===== config.mk =====
export PLATFORM = sky130hd
export DESIGN_NAME = tlptm_ctrl
export DESIGN_NICKNAME = d
export VERILOG_FILES = /design/src/tlptm_pkg.sv /design/src/tlptm_ctrl.sv
export SDC_FILE = /design/constraint.sdc
export NUM_CORES = 1
export LEC_CHECK = 0
export BUFFER_PORTS_ARGS = -buffer_cell sky130_fd_sc_hd__buf_2
export CORE_AREA = 3 3 40 42
export DETAILED_ROUTE_END_ITERATION = 12
export DIE_AREA = 0 0 43 45
export PLACE_DENSITY = 0.65
export SLEW_MARGIN = 15
export SYNTH_ARGS = -nofsm -noshare
export SYNTH_HDL_FRONTEND = slang
export SYNTH_SLANG_ARGS = --single-unit

===== constraint.sdc =====
create_clock -name clk -period 1.8 [get_ports clk]
set_clock_uncertainty 0.1 [all_clocks]
set_input_delay 0 -clock clk [delete_from_list [all_inputs] [get_ports clk]]
set_output_delay 0 -clock clk [all_outputs]
set_load 0.02 [all_outputs]

===== src/tlptm_pkg.sv =====
// Shared types and codes for the two-level page table manager.
// No dependencies; used by the controller, the datapath and the top level.
package tlptm_pkg;

  // Operation codes carried in the func field
  localparam logic [2:0] FN_MAP       = 3'd0;
  localparam logic [2:0] FN_UNMAP     = 3'd1;
  localparam logic [2:0] FN_TRANSLATE = 3'd2;
  localparam logic [2:0] FN_IS_MAPPED = 3'd3;
  localparam logic [2:0] FN_ACCESS    = 3'd4;
  localparam logic [2:0] FN_RESERVE   = 3'd5;

  // Status codes reported with each result
  localparam logic [2:0] ST_OK          = 3'd0;
  localparam logic [2:0] ST_NOT_PRESENT = 3'd1;
  localparam logic [2:0] ST_NO_FRAME    = 3'd2;
  localparam logic [2:0] ST_SEALED      = 3'd3;
  localparam logic [2:0] ST_DENIED      = 3'd4;

  // Configuration register indexes
  localparam logic CFG_KERNEL_FIRST_DIR = 1'b0;
  localparam logic CFG_SEALED           = 1'b1;

  // Entry flag bits
  localparam int unsigned PF_PRESENT_BIT  = 0;
  localparam int unsigned PF_WRITABLE_BIT = 1;
  localparam int unsigned PF_USER_BIT     = 2;

  localparam logic [9:0] KERNEL_FIRST_DIR_RST = 10'd768;

  typedef struct packed {
    logic [2:0]  func;
    logic [31:0] virtual_addr;
    logic [31:0] physical_addr;
    logic [11:0] map_flags;
    logic        needs_write;
    logic [19:0] spare_frame;
    logic        spare_valid;
  } in_item_t;

  typedef struct packed {
    logic        ok;
    logic [2:0]  status;
    logic [31:0] phys_result;
    logic        spare_used;
  } out_item_t;

  typedef enum logic [2:0] {
    S_CLEAR,
    S_IDLE,
    S_INDEX,
    S_READ,
    S_EVAL,
    S_TCLEAR,
    S_PTWRITE
  } state_t;

  typedef enum logic [2:0] {
    RES_OK,
    RES_NOT_PRESENT,
    RES_NO_FRAME,
    RES_SEALED,
    RES_DENIED,
    RES_XLATE
  } res_t;

  typedef struct packed {
    logic item_load;
    logic cnt_clear;
    logic cnt_inc;
    logic dir_clr_wr;
    logic dir_upd_wr;
    logic dir_new_wr;
    logic pt_clr_wr;
    logic pt_map_wr;
    logic pt_zero_wr;
    logic finish;
    res_t res;
  } cmd_t;

  typedef struct packed {
    logic [2:0] func;
    logic       dir_present;
    logic       pt_present;
    logic       kernel_block;
    logic       spare_ok;
    logic       access_ok;
    logic       cnt_last_dir;
    logic       cnt_last_tab;
  } sts_t;

endpackage


===== src/tlptm_ctrl.sv =====
// Controller state machine of the page table manager.
// Depends on tlptm_pkg; drives the datapath through cmd_t, watches sts_t.
module tlptm_ctrl import tlptm_pkg::*; (
  input  logic clk,
  input  logic rst_n,
  input  logic start,
  output logic busy,
  input  sts_t sts,
  output cmd_t cmd
);

  state_t state_r, state_nxt;

  // Advance state
  always_ff @(posedge clk) begin
    if (!rst_n) begin
      state_r <= S_CLEAR;
    end else begin
      state_r <= state_nxt;
    end
  end

  // Next state
  always_comb begin
    state_nxt = state_r;
    case (state_r)
      S_CLEAR: begin
        if (sts.cnt_last_dir) state_nxt = S_IDLE;
      end
      S_IDLE: begin
        if (start) state_nxt = S_INDEX;
      end
      S_INDEX: state_nxt = S_READ;
      S_READ:  state_nxt = S_EVAL;
      S_EVAL: begin
        state_nxt = S_IDLE;
        if (sts.func == FN_MAP || sts.func == FN_RESERVE) begin
          if (sts.dir_present) begin
            if (sts.func == FN_MAP) state_nxt = S_PTWRITE;
          end else if (!sts.kernel_block && sts.spare_ok) begin
            state_nxt = S_TCLEAR;
          end
        end
      end
      S_TCLEAR: begin
        if (sts.cnt_last_tab) begin
          state_nxt = (sts.func == FN_MAP) ? S_PTWRITE : S_IDLE;
        end
      end
      S_PTWRITE: state_nxt = S_IDLE;
      default:   state_nxt = S_IDLE;
    endcase
  end

  // Commands to the datapath
  always_comb begin
    cmd = '0;
    cmd.res = RES_OK;
    busy = (state_r != S_IDLE);
    case (state_r)
      S_CLEAR: begin
        cmd.dir_clr_wr = 1'b1;
        cmd.cnt_inc    = 1'b1;
      end
      S_IDLE: begin
        cmd.item_load = start;
      end
      S_EVAL: begin
        case (sts.func)
          FN_MAP, FN_RESERVE: begin
            if (sts.dir_present) begin
              cmd.dir_upd_wr = 1'b1;
              cmd.finish     = (sts.func == FN_RESERVE);
            end else if (sts.kernel_block) begin
              cmd.finish = 1'b1;
              cmd.res    = RES_SEALED;
            end else if (!sts.spare_ok) begin
              cmd.finish = 1'b1;
              cmd.res    = RES_NO_FRAME;
            end else begin
              cmd.dir_new_wr = 1'b1;
              cmd.cnt_clear  = 1'b1;
            end
          end
          FN_UNMAP: begin
            cmd.finish = 1'b1;
            if (sts.dir_present && sts.pt_present) begin
              cmd.pt_zero_wr = 1'b1;
            end else begin
              cmd.res = RES_NOT_PRESENT;
            end
          end
          FN_TRANSLATE: begin
            cmd.finish = 1'b1;
            cmd.res = (sts.dir_present && sts.pt_present) ? RES_XLATE : RES_NOT_PRESENT;
          end
          FN_IS_MAPPED: begin
            cmd.finish = 1'b1;
            cmd.res = (sts.dir_present && sts.pt_present) ? RES_OK : RES_NOT_PRESENT;
          end
          FN_ACCESS: begin
            cmd.finish = 1'b1;
            cmd.res = sts.access_ok ? RES_OK : RES_DENIED;
          end
          default: begin
            cmd.finish = 1'b1;
            cmd.res    = RES_NOT_PRESENT;
          end
        endcase
      end
      S_TCLEAR: begin
        cmd.pt_clr_wr = 1'b1;
        cmd.cnt_inc   = 1'b1;
        cmd.finish    = sts.cnt_last_tab && (sts.func != FN_MAP);
      end
      S_PTWRITE: begin
        cmd.pt_map_wr = 1'b1;
        cmd.finish    = 1'b1;
      end
      default: begin
        cmd = '0;
      end
    endcase
  end

`ifndef NO_ASSERTIONS
  // No result may come out of the reset clearing pass
  a_no_finish_in_clear: assert property (@(posedge clk) disable iff (!rst_n)
    (state_r == S_CLEAR) |-> !cmd.finish)
    else $error("result issued during directory clear");

  // A new directory entry is never made for a refused or frameless request
  a_new_dir_legal: assert property (@(posedge clk) disable iff (!rst_n)
    cmd.dir_new_wr |-> (!sts.kernel_block && sts.spare_ok && !sts.dir_present))
    else $error("illegal directory entry creation");

  // An accepted item keeps the block busy in the next cycle
  a_accept_busy: assert property (@(posedge clk) disable iff (!rst_n)
    (start && !busy) |=> busy)
    else $error("accepted item did not make the block busy");

  // One finish per item: finishing returns to idle
  a_finish_idle: assert property (@(posedge clk) disable iff (!rst_n)
    cmd.finish |=> (state_r == S_IDLE))
    else $error("finish did not return to idle");
`endif

endmodule


==> flow_summary.toml <==
[run_status]
outcome = "finished, final reports clean"

[clock_tree]
cts.sinks = 3
cts_buffers = 3
cts_max_level = 1
clock-root-buffer = "clkbuf_4"
cts-resized-gates = 0
clk_latency_ns = 0.24
cts.reportedPaths.clkPinSlew_ns = 0.04
clockBufferDepth = 2
cts_tree = "yes"

[pwr]
power_switching_uw = 97.0
vdd_drop_max_mv = 0.170
powerDensity_nw_per_um2 = 460
leakage_nw = 0.316
p_seq_share_pct = 24.3
clockPowerShare_pct = 41.7
swShare_pct = 33.3
comb_power_share_pct = 34.0
p_int_uw = 194

[placed_design]
place_congestion = 0.739
io_buffers = 26
dp_hpwl_um = 1040

[sta]
hold_viol_final = 0
finalHoldWorstSlack_ns = 0.0834
setup_viol = 0
tightest_slew_ns = 0.338
maxSlewHeadroom_pct = 77.3
fin_crit_sh_pct = 96.7
period_minus_slack_ns = 1.74
rsz0062_at_grt = "true"
tns_ns = 0
drv_slew = 0
max_freq_mhz = 574

[yosys]
synth_seq_area_share_pct = 13.2
synth_edf_count = 0
syn_avg_cell_area_um2 = 6.90
synth_cell_type_count = 34
netlist.area_leader.share_pct = 13.2
synth_common_cells = "6 x inv_1, 5 x nand2_1, 5 x nor2_1, 5 x nor3_1, 4 x o21ai_0"
syn-instance-count = 66
synth_ff_type = "dfxtp_1"
synth-seq-cells = 3
yosys_warnings = 0
syn_area_um2 = 455
syn-num-nets = 79
synth.area.top_cells = "dfxtp_1 13%, nor3_1 5.5%, inv_1 4.9%, o21ai_0 4.4%, nand2_1 4.1%"
yosysTopAreaCell = "dfxtp_1"
async_flop_share_pct = 0
synth.most_common_cell = "inv_1"

[critical_path]
critPathLaunchType = "flop"
slowest_stage = "or4_4"
worst-path-buf-inv = 1
path_depth = 4
r2r_cells = 4
worst_setup_path_end_kind = "output port"
cpLargestDelayFamily = "simple AND/OR/NAND/NOR gates"
path_max_fanout = 6
crit_arrival_ns = 1.64
path_cells = "nand2b_4 -> or4_4 -> nor3b_4 -> buf_2"
slowest_delay_ns = 0.51
crit_required_ns = 1.70
path_class = "flop to output port"

[worst_hold_path]
whs_path_depth = 4
holdCritPathClass = "input port to flop"

[global_route]
grt_pass1_wl_um = 2170
overflow = 0
grt_pass1_vias = 537
grt_max_degree = 12
grt_usage_pct = 14.8
antenna_found_initial = 0

[layout]
finalNetCount = 109
regMostFlops = "state_r"
area_growth_pct = 39.0
largest_reg_flops = 3
final_layout_size_suffix_gt1_share_pct = 37.9
top_regs = "state_r x3"
num_antenna_cells = 0

[floorplan]
fp.dieW_um = 43
start_util_pct = 35.4
dieArea_um2 = 1940
core_um2 = 1280
die_h_um = 45
core.rowCount = 13
ios = 27

[detailed_routing]
vias = 602
postRouteAntennaNets = 0
wl_per_cell_um = 12.4
drc = 0
vias_per_cell = 5.47
first_pass_iters = 4
first_iter_violations = 3
routed_wl_um = 1370

[run]
maxCapViolCount = 0
cell families after synthesis:
group	count (synthesis)	synth area share [%]
compound gates	17	26.4
xor+xnor	1	1.92
fa+ha+maj	1	2.20
buf+inv	12	13.7
flops	3	13.2
simple gates	32	42.6
path summary, 6_finish.rpt:
path | startpoint | endpoint | slack (ns)
worst max-delay path | state_r[0]$_SDFFE_PN0P_ | cmd[7] | 0.06
worst min-delay path | start | state_r[2]$_SDFFE_PN0P_ | 0.08
worst max register to register | state_r[0]$_SDFFE_PN0P_ | state_r[2]$_SDFFE_PN0P_ | 0.22
worst min register to register | state_r[1]$_SDFFE_PN0P_ | state_r[2]$_SDFFE_PN0P_ | 0.66
stage by stage:
step	instance area (um2)	cells	utilization, %	power, mW	setup slack, ns
final	633	110	49.3	0.291	0.0590
after global routing	633	110	49.3	0.306	-0.00282
after CTS	633	110	49.3	0.291	0.0571
after detailed placement	587	104	45.7	0.166	0.229
after global placement	587	104	45.7	0.165	0.258
after floorplan	455	66	-	0.134	0.00579
layout make-up:
class / instances / area (um2)
sequential: 3 / 60.1
fill: 139 / 652
inverter: 6 / 22.5
multi-input combinational: 51 / 333
clock buffer: 4 / 26.3
timing repair buffer: 31 / 173
tap: 15 / 18.8
power groups by stage:
stage               clock network, mW  registers (mW)  logic, mW
floorplan                           0          0.0717     0.0623
global placement                    0          0.0718     0.0931
detailed placement                  0          0.0719     0.0940
CTS                             0.122          0.0708     0.0979
global route                    0.125          0.0715      0.110
finish                          0.121          0.0709     0.0990
repair_timing:
action | 4_1_cts | 5_1_grt
hold buffers | 2 | 0
buffers inserted | 0 | 0
setup endpoints to repair | 0 | 2
hold endpoints to repair | 3 | 0
routing by layer:
metal | track usage [%] | wire, um
met5 | 0 | 0
met4 | 9.04 | 25
met3 | 0 | 52
met2 | 25.7 | 716
met1 | 18.5 | 572
worst register-to-register path, cell delays in order, from the launching register on:
cell and delay [ns]:
dfxtp_1 0.30, nand2b_4 0.16, or4_4 0.51, nor3b_4 0.23
o2111a_1 0.21
cell usage in the layout (no fill, tap or decap):
cell type	n
a21oi_1	2
nor3b_4	1
or3_1	1
nor3_1	5
nor2_1	5
a221oi_1	1
xor2_1	1
a211oi_1	1
a2bb2oi_1	1
o21ai_0	4
nand2b_4	1
or4_4	1
and2_2	1
buf_2	26
maj3_1	1
o22ai_1	1
nor2b_1	2
nand2b_1	3
dlygate4sd3_1	2
clkbuf_1	1
nand2_1	5
and3_1	1
clkbuf_4	3
nor4_1	2
o2111a_1	1
o211ai_1	2
inv_1	6
buf_4	3
nand3_1	1
dfxtp_1	3
nand4_1	3
a21boi_0	2
a211o_1	1
a41oi_1	1
Note: power is estimated with default switching activity, not from simulation.
